[config.mk]
export PLATFORM = sky130hd
export DESIGN_NAME = seg_isect_div_step
export DESIGN_NICKNAME = d
export VERILOG_FILES = /design/src/hdl/seg_isect_pkg.sv /design/src/hdl/seg_isect_div_step.sv
export SDC_FILE = /design/constraint.sdc
export NUM_CORES = 1
export LEC_CHECK = 0
export BUFFER_PORTS_ARGS = -buffer_cell sky130_fd_sc_hd__buf_4
export CORE_AREA = 2 2 166 168
export CTS_CLUSTER_DIAMETER = 200
export DETAILED_ROUTE_END_ITERATION = 8
export DIE_AREA = 0 0 168 170
export GPL_TIMING_DRIVEN = 0
export PLACE_DENSITY = 0.74
export SLEW_MARGIN = 40
export SYNTH_ARGS = -nofsm -noshare
export SYNTH_HDL_FRONTEND = slang
export SYNTH_SLANG_ARGS = --single-unit
[constraint.sdc]
create_clock -name clock -period 5.2 [get_ports clock]
set_clock_uncertainty 0.05 [all_clocks]
set_input_delay 0.78 -clock clock [delete_from_list [all_inputs] [get_ports clock]]
set_output_delay 0.78 -clock clock [all_outputs]
set_load 0.02 [all_outputs]
[src/hdl/seg_isect_pkg.sv]
// package for the segment intersection block: widths, status codes and
// transaction structs; used by every module under hdl, depends on nothing
package seg_isect_pkg;

   localparam int COORD_W = 16;                  // coordinate width, Q11.4
   localparam int DIFF_W  = COORD_W + 1;          // coordinate difference
   localparam int PROD_W  = 2 * DIFF_W;           // product of two differences
   localparam int DET_W   = PROD_W + 1;           // determinant and numerators
   localparam int NUM_W   = DET_W + DIFF_W;       // dividend of the point quotient
   localparam int QUO_W   = DIFF_W;               // quotient magnitude

   typedef enum logic [1:0] {
      STATUS_CROSS    = 2'd0,
      STATUS_PARALLEL = 2'd1,
      STATUS_OUTSIDE  = 2'd2
   } status_type;

   typedef struct packed {
      logic signed [COORD_W-1:0] ax_start;
      logic signed [COORD_W-1:0] ay_start;
      logic signed [COORD_W-1:0] ax_end;
      logic signed [COORD_W-1:0] ay_end;
      logic signed [COORD_W-1:0] bx_start;
      logic signed [COORD_W-1:0] by_start;
      logic signed [COORD_W-1:0] bx_end;
      logic signed [COORD_W-1:0] by_end;
   } req_type;

   typedef struct packed {
      status_type                status;
      logic signed [COORD_W-1:0] cross_x;
      logic signed [COORD_W-1:0] cross_y;
   } rsp_type;

   // output of the determinant front end
   typedef struct packed {
      logic                      valid;
      logic signed [DET_W-1:0]   det;
      logic signed [DET_W-1:0]   tnum;
      logic signed [DET_W-1:0]   unum;
      logic signed [DIFF_W-1:0]  dx12;
      logic signed [DIFF_W-1:0]  dy12;
      logic signed [COORD_W-1:0] x1;
      logic signed [COORD_W-1:0] y1;
   } front_type;

   // control and side data that travels with the divider
   typedef struct packed {
      logic                      valid;
      status_type                status;
      logic signed [COORD_W-1:0] x1;
      logic signed [COORD_W-1:0] y1;
      logic                      neg_x;
      logic                      neg_y;
      logic [DET_W-1:0]          dmag;
   } pipe_type;

   // one quotient lane of the divider
   typedef struct packed {
      logic [NUM_W-1:0] rem;
      logic [QUO_W-1:0] quo;
   } div_lane_type;

endpackage

[src/hdl/seg_isect_div_step.sv]
// one registered step of the restoring divider, one quotient bit for
// both point lanes; depends on seg_isect_pkg
module seg_isect_div_step #(
   parameter int STEP_BIT = 0
) (
   input  logic                         clock,
   input  logic                         reset,
   input  seg_isect_pkg::pipe_type      pipe_in,
   input  seg_isect_pkg::div_lane_type  lane_x_in,
   input  seg_isect_pkg::div_lane_type  lane_y_in,
   output seg_isect_pkg::pipe_type      pipe_out,
   output seg_isect_pkg::div_lane_type  lane_x_out,
   output seg_isect_pkg::div_lane_type  lane_y_out
);

   localparam int NUM_W = seg_isect_pkg::NUM_W;
   localparam int QUO_W = seg_isect_pkg::QUO_W;

   logic [NUM_W-1:0]            dsh;
   seg_isect_pkg::pipe_type     pipe_ff;
   seg_isect_pkg::div_lane_type lane_x_ff, lane_x_in2;
   seg_isect_pkg::div_lane_type lane_y_ff, lane_y_in2;

   assign dsh = NUM_W'(pipe_in.dmag) << STEP_BIT;

   // trial subtract of the shifted divisor
   always_comb begin
      lane_x_in2 = lane_x_in;
      lane_y_in2 = lane_y_in;
      if (lane_x_in.rem >= dsh) begin
         lane_x_in2.rem = lane_x_in.rem - dsh;
         lane_x_in2.quo = lane_x_in.quo | (QUO_W'(1) << STEP_BIT);
      end
      if (lane_y_in.rem >= dsh) begin
         lane_y_in2.rem = lane_y_in.rem - dsh;
         lane_y_in2.quo = lane_y_in.quo | (QUO_W'(1) << STEP_BIT);
      end
   end

   // stage register, only the valid bit is reset
   always_ff @(posedge clock) begin
      if (reset) begin
         pipe_ff.valid <= 1'b0;
      end else begin
         pipe_ff.valid <= pipe_in.valid;
      end
      pipe_ff.status <= pipe_in.status;
      pipe_ff.x1     <= pipe_in.x1;
      pipe_ff.y1     <= pipe_in.y1;
      pipe_ff.neg_x  <= pipe_in.neg_x;
      pipe_ff.neg_y  <= pipe_in.neg_y;
      pipe_ff.dmag   <= pipe_in.dmag;
      lane_x_ff      <= lane_x_in2;
      lane_y_ff      <= lane_y_in2;
   end

   assign pipe_out   = pipe_ff;
   assign lane_x_out = lane_x_ff;
   assign lane_y_out = lane_y_ff;

endmodule

# Word-level counts from Yosys, hierarchy flattened
# Index checks and enable logic that the tools add are counted.
# totals
wordCells	19
input_bits	212
out_inout_bits	210
reg_bits	210
# classes
add_sub_neg	2
n_lt_le_gt_ge	2
mux	2
# ops
op	count
2-to-1 mux 69 bit	2
greater-or-equal comparator 52 x 35 -> 1 bit	2
subtractor 52 x 35 -> 52 bit	2

# Logic depth before layout (Yosys ltp)
# Gate-level depths: netlist of the first run.
# logic_depth
ltp_word	2
mapped_depth	14

# Worst setup path before layout of the first run
# No wires, ideal clock.
# synth_timing
kind	input -> register
startpoint	input pipe_in[29] (netlist bit)
endpoint	register lane_y_ff, in the netlist lane_y_out[56]
path_stages	13
path_buffers	3
slack_ns	1.874
arrival_ns	3.149
path_cell_list	inv_1 > ha_1 > buf_2 > and3_1 > a221o_1 > a31o_1 > a211o_1 > or3_1 > o21ai_2 > buf_4 > buf_6 > nor3_1 > xor2_1
# synth_lines
element	line_no	text
start: declaration	seg_isect_div_step.sv:8	input seg_isect_pkg::pipe_type pipe_in,
end signal: assignment	seg_isect_div_step.sv:54	lane_y_ff <= lane_y_in2;
end: declaration	seg_isect_div_step.sv:22	seg_isect_pkg::div_lane_type lane_y_ff, lane_y_in2;

==> flow_metrics.py, run 1 <==
metrics = {
    "cells_and_area": {
        "finish.utilization": 0.562,
        "fin_nets": 1935,
        "drive_gt1_frac": 0.313,
        "stdcell_count": 2010,
        "area_delta_synth_final_pct": 41.8,
        "fillers": 2486,
    },
    "sta": {
        "whs_ps": 310,
        "fin_crit_ps": 4120,
        "worstMarginPinSlew_ps": 856,
        "period_share": 0.792,
        "fmax_mhz": 243,
        "setup_viol": 0,
        "drv_slew": 0,
        "tns_ps": 0,
        "hold_viol": 0,
        "rsz0062_at_grt": "no",
        "relSlewSlack": 0.415,
    },
    "cts": {
        "htree_levels": 1,
        "post_cts_resized": 0,
        "clkTransAtPathRegs_ps": 60,
        "holdBufCountCts": 0,
        "clkSinkCount": 210,
        "cts_tree": "yes",
        "cts_root_buffer": "clkbuf_16",
        "clockBufferDepth": 3,
        "cts_setup_buffers": 0,
        "cts_made_buffers": 23,
    },
    "global_route": {
        "overflow": 0,
        "grt_max_degree": 14,
        "antenna_found_initial": 2,
        "grt_pass1_wl_um": 58400,
        "grt_usage": 0.261,
        "first_global_vias": 10300,
    },
    "placed_design": {
        "dp_hpwl_um": 32600,
        "gp_congestion": 0.944,
        "dp_cells": 1967,
        "io_buffers": 421,
    },
    "logic_synthesis": {
        "synth_compound_area_frac": 0.206,
        "synth_ff_type": "dfxtp_1",
        "synth_top_cell_by_area": "dfxtp_1",
        "synthMuxAreaShare": 0.00510,
        "synth_xor_area_frac": 0.0722,
        "synth_top_cells_by_area": "dfxtp_1, ha_1, a21oi_1, nand2_1, xor2_1",
        "seq_area_frac_synth": 0.398,
        "synth_top_family_by_area": "compound AO/OA/AOI/OAI gates",
        "synth_fp_nets": 1489,
        "synthMostInstantiatedCell": "dfxtp_1",
        "synth_warnings": 0,
        "synth_edf_count": 0,
        "synthArstFlopShare": 0,
        "ys_types": 74,
        "ys_ff_latch": 210,
        "synthAdderAreaFrac": 0.0868,
        "yosys-top-cells-count": "dfxtp_1, nand2_1, a21oi_1",
        "synth_top_area_frac": 0.398,
        "synth_cells": 1205,
        "syn_area_um2": 10600,
        "yosys.area_share.simple": 0.187,
        "syn_area_per_cell_um2": 8.76,
    },
    "drt": {
        "wire_per_inst_um": 19.7,
        "drt_wl_total_um": 39700,
        "drt_iter0_markers": 673,
        "detail_route.first_pass.iterations": 5,
        "remaining_drc_errors": 0,
        "drtAntennaViolNets": 0,
        "via_count": 10800,
        "viasPerCell": 5.37,
    },
    "worst_hold_path": {
        "hp-class": "input port to register",
    },
    "pwr": {
        "combPwrFrac": 0.286,
        "p_seq_frac": 0.367,
        "powerDensity_nw_per_um2": 336,
        "switching_share": 0.308,
        "internal_power_mw": 3.48,
        "p_sw_mw": 1.55,
        "ir_worst_vdd_mv": 0.249,
        "p_clk_frac": 0.347,
        "power.leakage_nw": 6.87,
    },
    "setup_path": {
        "worstPathRequired_ps": 5510,
        "critical_path_peak_fanout": 10,
        "cp-end-kind": "register",
        "crit_arrival_ps": 4420,
        "crit_type": "input port to register",
        "cp-start-kind": "input port",
    },
    "run_status": {
        "status": "finished, final reports clean",
    },
    "die": {
        "rows": 60,
        "die_x_um": 168,
        "die_y_um": 170,
        "core_um2": 26700,
        "boundaryPins": 422,
        "initial_core_util": 0.396,
        "die-area_um2": 28600,
    },
    "run": {
        "cap_violations": 0,
    },
}
==> kinds of logic after synthesis <==
logic type / Yosys count
AO/OA/AOI/OAI: 343
flip-flops: 210
XOR/XNOR: 87
buffers and inverters: 103
AND/OR/NAND/NOR: 385
adder cells (fa/ha/maj): 72
multiplexers: 5
==> per-stage QoR <==
| stage | setup slack, ps | power [mW] | cell area, um2 |
|---|---|---|---|
| after CTS | 1220 | 5.07 | 15000 |
| after global placement | 617 | 3.30 | 14100 |
| after global routing | 931 | 5.27 | 15000 |
| after detailed placement | 697 | 3.31 | 14100 |
| after floorplan | 1870 | 2.67 | 10600 |
| final | 1080 | 5.04 | 15000 |
==> cell type report <==
class / count / area (um2) / area share
sequential: 210 / 4200 / 0.281
multi-input combinational: 892 / 5880 / 0.393
clock inverter: 10 / 160 / 0.0107
inverter: 60 / 225 / 0.0150
buffer: 43 / 249 / 0.0166
tap: 341 / 427 / 0.0285
timing repair buffer: 421 / 3160 / 0.211
antenna: 2 / 5.00 / 0.000334
clock buffer: 31 / 656 / 0.0438
==> final timing paths <==
check | startpoint | to | slack, ps | cells after the start
max | pipe_in[33] | lane_y_out[65]$_DFF_P_ | 1080 | 13
min | pipe_in[58] | pipe_out[58]$_DFF_P_ | 310 | 1
==> placed cells by master, fill, tap and decap left out, types with 8 or more instances in the layout <==
master and count:
a21o_1 35, clkbuf_1 24, nor4_1 18, buf_4 422
a21oi_1 110, dfxtp_1 210, buf_2 11, nor2_1 75
nand4_1 24, and2_1 11, xor2_1 46, nor2b_1 8
o21ai_0 53, o31ai_1 11, o21a_1 11, nand3_1 31
a31oi_1 8, nand2_1 111, ha_1 70, xnor2_1 41
nand2b_1 14, inv_1 60, or3_1 15, nor3_1 31
o21ai_1 25, a211oi_1 12, or2_2 9, o21bai_1 14
clkbuf_16 23
==> worst max-delay path, stage by stage <==
cell and delay (ps):
buf_4 90, inv_1 100, ha_1 300, clkbuf_1 330, nand2_1 120, nor4_1 720
a41oi_1 390, nand2_1 180, a211o_1 180, o21ai_2 110, buf_4 200, a2111oi_0 750
xor2_1 150
==> flip-flops by register name, summed over array words and instances, names as in the netlist <==
signal,count
lane_x_out,69
lane_y_out,69
pipe_out,72
==> power groups by stage <==
stage | Sequential (mW) | Combinational [mW] | Clock, mW
after detailed placement | 1.88 | 1.42 | 0
after global routing | 1.86 | 1.54 | 1.86
after global placement | 1.88 | 1.42 | 0
final | 1.85 | 1.44 | 1.75
after floorplan | 2.11 | 0.557 | 0
after CTS | 1.85 | 1.43 | 1.78
==> metal layers <==
layer	vias to the layer above	track usage	routed length, um
li1	5222	-	-
met1	5003	0.336	16400
met2	502	0.441	18600
met3	65	0.0577	3590
met4	0	0.0764	1080
met5	-	0	0
Note: power is estimated with default switching activity, not from simulation.
==> inputs of run 2 (changes only) <==
==> constraint.sdc (replaced) <==
create_clock -name clock -period 4.1 [get_ports clock]
set_clock_uncertainty 0.05 [all_clocks]
set_input_delay 0.615 -clock clock [delete_from_list [all_inputs] [get_ports clock]]
set_output_delay 0.615 -clock clock [all_outputs]
set_load 0.02 [all_outputs]
==> run 2 against run 1 <==
Utilization about the same. Global-route usage unchanged. Worst hold slack worse by 160 ps. Sequential share of layout area about the same. Sequential cell count unchanged. Critical path type unchanged.
==> flow_metrics.py, run 2 (synthesized netlist as in run 1, its figures left out) <==
metrics = {
    "cts": {
        "clockBufferDepth": 3,
        "cts_root_buffer": "clkbuf_16",
        "holdBufCountCts": 0,
        "cts_tree": "yes",
        "clkSinkCount": 210,
        "clkTransAtPathRegs_ps": 60,
        "cts_made_buffers": 23,
        "htree_levels": 1,
    },
    "die": {
        "die_y_um": 170,
        "boundaryPins": 422,
        "core_um2": 26700,
        "initial_core_util": 0.396,
        "die_x_um": 168,
        "die-area_um2": 28600,
        "rows": 60,
    },
    "sta": {
        "whs_ps": 145,
        "period_share": 0.930,
        "finalWorstSetupSlack_ps": 287,
        "drv_slew": 0,
        "fmax_mhz": 262,
        "rsz0062_at_grt": "no",
        "hold_viol": 0,
        "fin_crit_ps": 3810,
        "worstMarginPinSlew_ps": 847,
        "setup_viol": 0,
        "relSlewSlack": 0.421,
    },
    "cells_and_area": {
        "area_delta_synth_final_pct": 41.9,
        "drive_gt1_frac": 0.314,
        "post-route-cell-area_um2": 15000,
        "final_common_cell": "buf_4",
        "largest_register_ffs": 72,
        "final_cell_mix": "buf_4, dfxtp_1, nand2_1, a21oi_1, nor2_1",
        "fin_nets": 1935,
    },
    "drt": {
        "drtAntennaViolNets": 0,
        "drt_wl_total_um": 39700,
        "wire_per_inst_um": 19.7,
        "detail_route.first_pass.iterations": 5,
        "viasPerCell": 5.35,
        "via_count": 10800,
        "drt_iter0_markers": 673,
        "remaining_drc_errors": 0,
    },
    "global_route": {
        "antenna_found_initial": 2,
        "grt_util_met3": 0.0577,
        "grt_usage": 0.261,
        "met2_usage": 0.441,
        "top_usage_layer": "met2",
        "overflow": 0,
        "grt_pass1_wl_um": 58400,
        "first_global_vias": 10300,
        "grt_max_degree": 14,
        "grt_use_met1": 0.336,
    },
    "worst_hold_path": {
        "hp-class": "input port to register",
        "hold_depth": 1,
    },
    "setup_path": {
        "critical_path_peak_fanout": 10,
        "cp-end-kind": "register",
        "worstPathRequired_ps": 4410,
        "cp-start-kind": "input port",
        "crit_type": "input port to register",
        "crit_arrival_ps": 4120,
    },
    "run_status": {
        "status": "finished, final reports clean",
    },
    "run": {
        "cap_violations": 0,
    },
    "placed_design": {
        "dp_hpwl_um": 32600,
        "io_buffers": 421,
        "gp_congestion": 0.944,
        "place_area_um2": 14100,
        "pre_cts_slack_ps": -238,
    },
    "pwr": {
        "ir_worst_vdd_mv": 0.316,
        "power.leakage_nw": 6.87,
        "powerDensity_nw_per_um2": 427,
    },
}
run 2: cell count changes in the layout (fill, tap and decap cells not counted):
cell	change
nor4_1	-1
nor4_2	+1
run 2: area by class of cell:
cell class	count	area, um2
well taps	341	427
clock inverters	10	160
repair buffers	421	3160
multi-input cells	892	5890
fillers	2485	11700
plain buffers	43	249
inverters	60	225
flip-flops and latches	210	4200
diodes	2	5.00
clock buffers	31	656
run 2: worst paths after layout:
path                                      to  slack, ps        start
worst max-delay path  lane_y_out[65]$_DFF_P_        290   pipe_in[0]
worst min-delay path    pipe_out[58]$_DFF_P_        140  pipe_in[58]
run 2: critical path, cell delays in order:
cell and delay (ps):
buf_4 130, ha_1 220, fa_1 410, nor2b_1 170, o31a_1 190, o21ai_0 190
a21oi_1 480, o21a_1 450, o21ai_2 170, buf_4 200, a2111oi_0 740, xor2_1 150
run 2: metal layers:
metal	routed length, um	up-vias
met5	0	-
met4	1070	0
met3	3590	65
met2	18600	496
met1	16400	4970
li1	-	5224
run 2: power by group:
part | leakage, nW | total, mW | internal [mW] | switching (mW)
clock | 0.400 | 2.22 | 1.37 | 0.846
combinational | 4.70 | 1.83 | 0.770 | 1.06
sequential | 1.77 | 2.34 | 2.28 | 0.0688
total | 6.87 | 6.39 | 4.42 | 1.97
run 2: stage by stage:
| stage | TNS (ps) | cells | total power [mW] | utilization |
|---|---|---|---|---|
| 2_1_floorplan | 0 | 1205 | 3.38 | - |
| 3_3_place_gp | -535 | 1967 | 4.18 | 0.531 |
| 3_5_place_dp | -367 | 1967 | 4.19 | 0.531 |
| 4_1_cts | 0 | 2008 | 6.43 | 0.561 |
| 5_1_grt | 0 | 2010 | 6.68 | 0.562 |
| 6_report | 0 | 2010 | 6.39 | 0.562 |
run 2: timing repair:
item,CTS,global route
resized for setup,0,1
buffers inserted,0,0
setup endpoints to repair,0,1
==> inputs of run 3 (changes only) <==
--- a/config.mk
+++ b/config.mk
@@ -5,13 +5,14 @@
 export SDC_FILE = /design/constraint.sdc
 export NUM_CORES = 1
 export LEC_CHECK = 0
+export ABC_AREA = 1
 export BUFFER_PORTS_ARGS = -buffer_cell sky130_fd_sc_hd__buf_4
-export CORE_AREA = 2 2 166 168
+export CORE_UTILIZATION = 45
 export CTS_CLUSTER_DIAMETER = 200
 export DETAILED_ROUTE_END_ITERATION = 8
-export DIE_AREA = 0 0 168 170
 export GPL_TIMING_DRIVEN = 0
-export PLACE_DENSITY = 0.74
+export PLACE_DENSITY = 0.79
+export SKIP_CTS_REPAIR_TIMING = 1
 export SLEW_MARGIN = 40
 export SYNTH_ARGS = -nofsm -noshare
 export SYNTH_HDL_FRONTEND = slang
==> run 3 against run 2 <==
Count of clock-buffer cells in the layout decreased by 5. Area after synthesis increased by 26%. Critical path depth increased by 3. First-iteration DRC count increased by 53%. Wire length increased by 39%. Final area increased by 18%. Sequential power about the same. Sequential cell count unchanged. Via count increased by 38%. Critical endpoint is now lane_x_out[35]$_DFF_P_. Largest cell class unchanged.
==> flow_metrics.py, run 3 <==
metrics = {
    "sta": {
        "fmax_mhz": 348,
        "worstMarginPinSlew_ps": 617,
        "relSlewSlack": 0.587,
        "setup_viol": 0,
        "drv_slew": 0,
        "whs_ps": 128,
        "finalWorstSetupSlack_ps": 1220,
        "tns_ps": 0,
        "fin_crit_ps": 2880,
        "hold_viol": 0,
        "rsz0062_at_grt": "no",
        "period_share": 0.702,
    },
    "cts": {
        "clkTransAtPathRegs_ps": 60,
        "cts_tree": "yes",
        "cts_root_buffer": "clkbuf_16",
        "clockBufferDepth": 3,
        "cts_made_buffers": 22,
        "clkSinkCount": 210,
        "htree_levels": 1,
    },
    "setup_path": {
        "crit_arrival_ps": 3240,
        "crit_type": "input port to register",
        "cp-end-kind": "register",
        "worstPathRequired_ps": 4470,
        "cp-start-kind": "input port",
        "critical_path_peak_fanout": 10,
        "cp-startpoint": "pipe_in[19]",
    },
    "worst_hold_path": {
        "hp-class": "input port to register",
        "hp-start": "pipe_in[45]",
    },
    "logic_synthesis": {
        "seq_area_frac_synth": 0.317,
        "synth_top_cells_by_area": "dfxtp_1, nand2_1, inv_1, ha_1, nor2_1",
        "synth_top_area_frac": 0.317,
        "syn_area_per_cell_um2": 6.06,
        "syn_area_um2": 13300,
        "ys_types": 33,
        "synthMostInstantiatedCell": "nand2_1",
        "synth_warnings": 0,
        "synth_ff_type": "dfxtp_1",
        "synth_edf_count": 0,
        "synth_fp_nets": 2473,
        "synth_cells": 2189,
        "synthArstFlopShare": 0,
        "ys_ff_latch": 210,
        "synth_top_cell_by_area": "dfxtp_1",
        "yosys-top-cells-count": "nand2_1, inv_1, dfxtp_1",
    },
    "pwr": {
        "power.leakage_nw": 9.88,
        "ir_worst_vdd_mv": 0.316,
        "p_total_mw": 6.40,
        "powerDensity_nw_per_um2": 363,
    },
    "cells_and_area": {
        "finish.utilization": 0.611,
        "area_delta_synth_final_pct": 32.9,
        "stdcell_count": 3032,
        "fin_nets": 2918,
        "post-route-cell-area_um2": 17600,
        "final_cell_mix": "nand2_1, buf_4, inv_1, dfxtp_1, nor2_1",
        "drive_gt1_frac": 0.216,
        "largest_register_ffs": 72,
        "final_common_cell": "nand2_1",
    },
    "global_route": {
        "grt_usage": 0.353,
        "first_global_vias": 14100,
        "grt_max_degree": 16,
        "antenna_found_initial": 4,
        "overflow": 0,
        "grt_pass1_wl_um": 80600,
    },
    "drt": {
        "via_count": 14800,
        "wire_per_inst_um": 18.2,
        "viasPerCell": 4.89,
        "drt_iter0_markers": 1027,
        "drt_wl_total_um": 55300,
        "drtAntennaViolNets": 0,
        "remaining_drc_errors": 0,
        "detail_route.first_pass.iterations": 7,
    },
    "die": {
        "boundaryPins": 422,
        "initial_core_util": 0.460,
        "core_um2": 28900,
        "rows": 62,
        "die_x_um": 174,
        "die_y_um": 174,
        "die-area_um2": 30200,
    },
    "placed_design": {
        "io_buffers": 421,
        "dp_hpwl_um": 47900,
        "pre_cts_slack_ps": 744,
        "dp_cells": 2994,
        "gp_congestion": 0.969,
        "place_area_um2": 16900,
    },
    "run_status": {
        "status": "finished, final reports clean",
    },
    "run": {
        "cap_violations": 0,
    },
}
==> run 3: cell count changes in the layout (fill, tap and decap cells not counted), moves of 35 or more <==
cell and delta:
nor2_1 +119, xor2_1 -40, nand3_1 +75, a21oi_1 -78, nand2_1 +751, inv_2 +39
a21o_1 -35, inv_1 +364, o21ai_0 -46
==> run 3: layout make-up <==
cell class,count,area (um2)
fill,2759,11200
multi-input combinational,1497,7180
sequential,210,4200
timing repair buffer,421,3160
inverter,464,1740
clock buffer,26,596
tap,384,480
buffer,18,138
clock inverter,11,129
antenna,1,2.50
==> run 3: worst max-delay path, stage by stage <==
cell and delay (ps):
buf_4 130, inv_1 170, ha_1 330, nand2_1 110
inv_2 60, nand2_1 60, nand2_1 100, a21oi_1 290
nand3_1 250, nand2_2 220, nand2_2 130, inv_2 100
buf_2 360, nand2_1 80, o21ai_1 210
==> run 3: power breakdown <==
part | switching, mW | total (mW) | internal [mW]
Combinational | 1.26 | 2.03 | 0.773
Clock | 0.858 | 2.02 | 1.17
Sequential | 0.0789 | 2.34 | 2.27
Total | 2.20 | 6.40 | 4.20
==> run 3: final timing paths <==
| kind | end | slack (ps) | cells after the start |
|---|---|---|---|
| max | lane_x_out[35]$_DFF_P_ | 1220 | 15 |
| min | pipe_out[45]$_DFF_P_ | 130 | 1 |
==> run 3: logic make-up after synthesis <==
logic type	synth area share
buf+inv	0.142
flops	0.317
xor+xnor	0.0277
compound gates	0.0498
fa+ha+maj	0.0690
simple gates	0.395
==> run 3: metal layers <==
metal	track usage	routed length, um
met4	0.162	2790
met3	0.0414	3570
met1	0.428	22600
met5	0	13
met2	0.624	26300
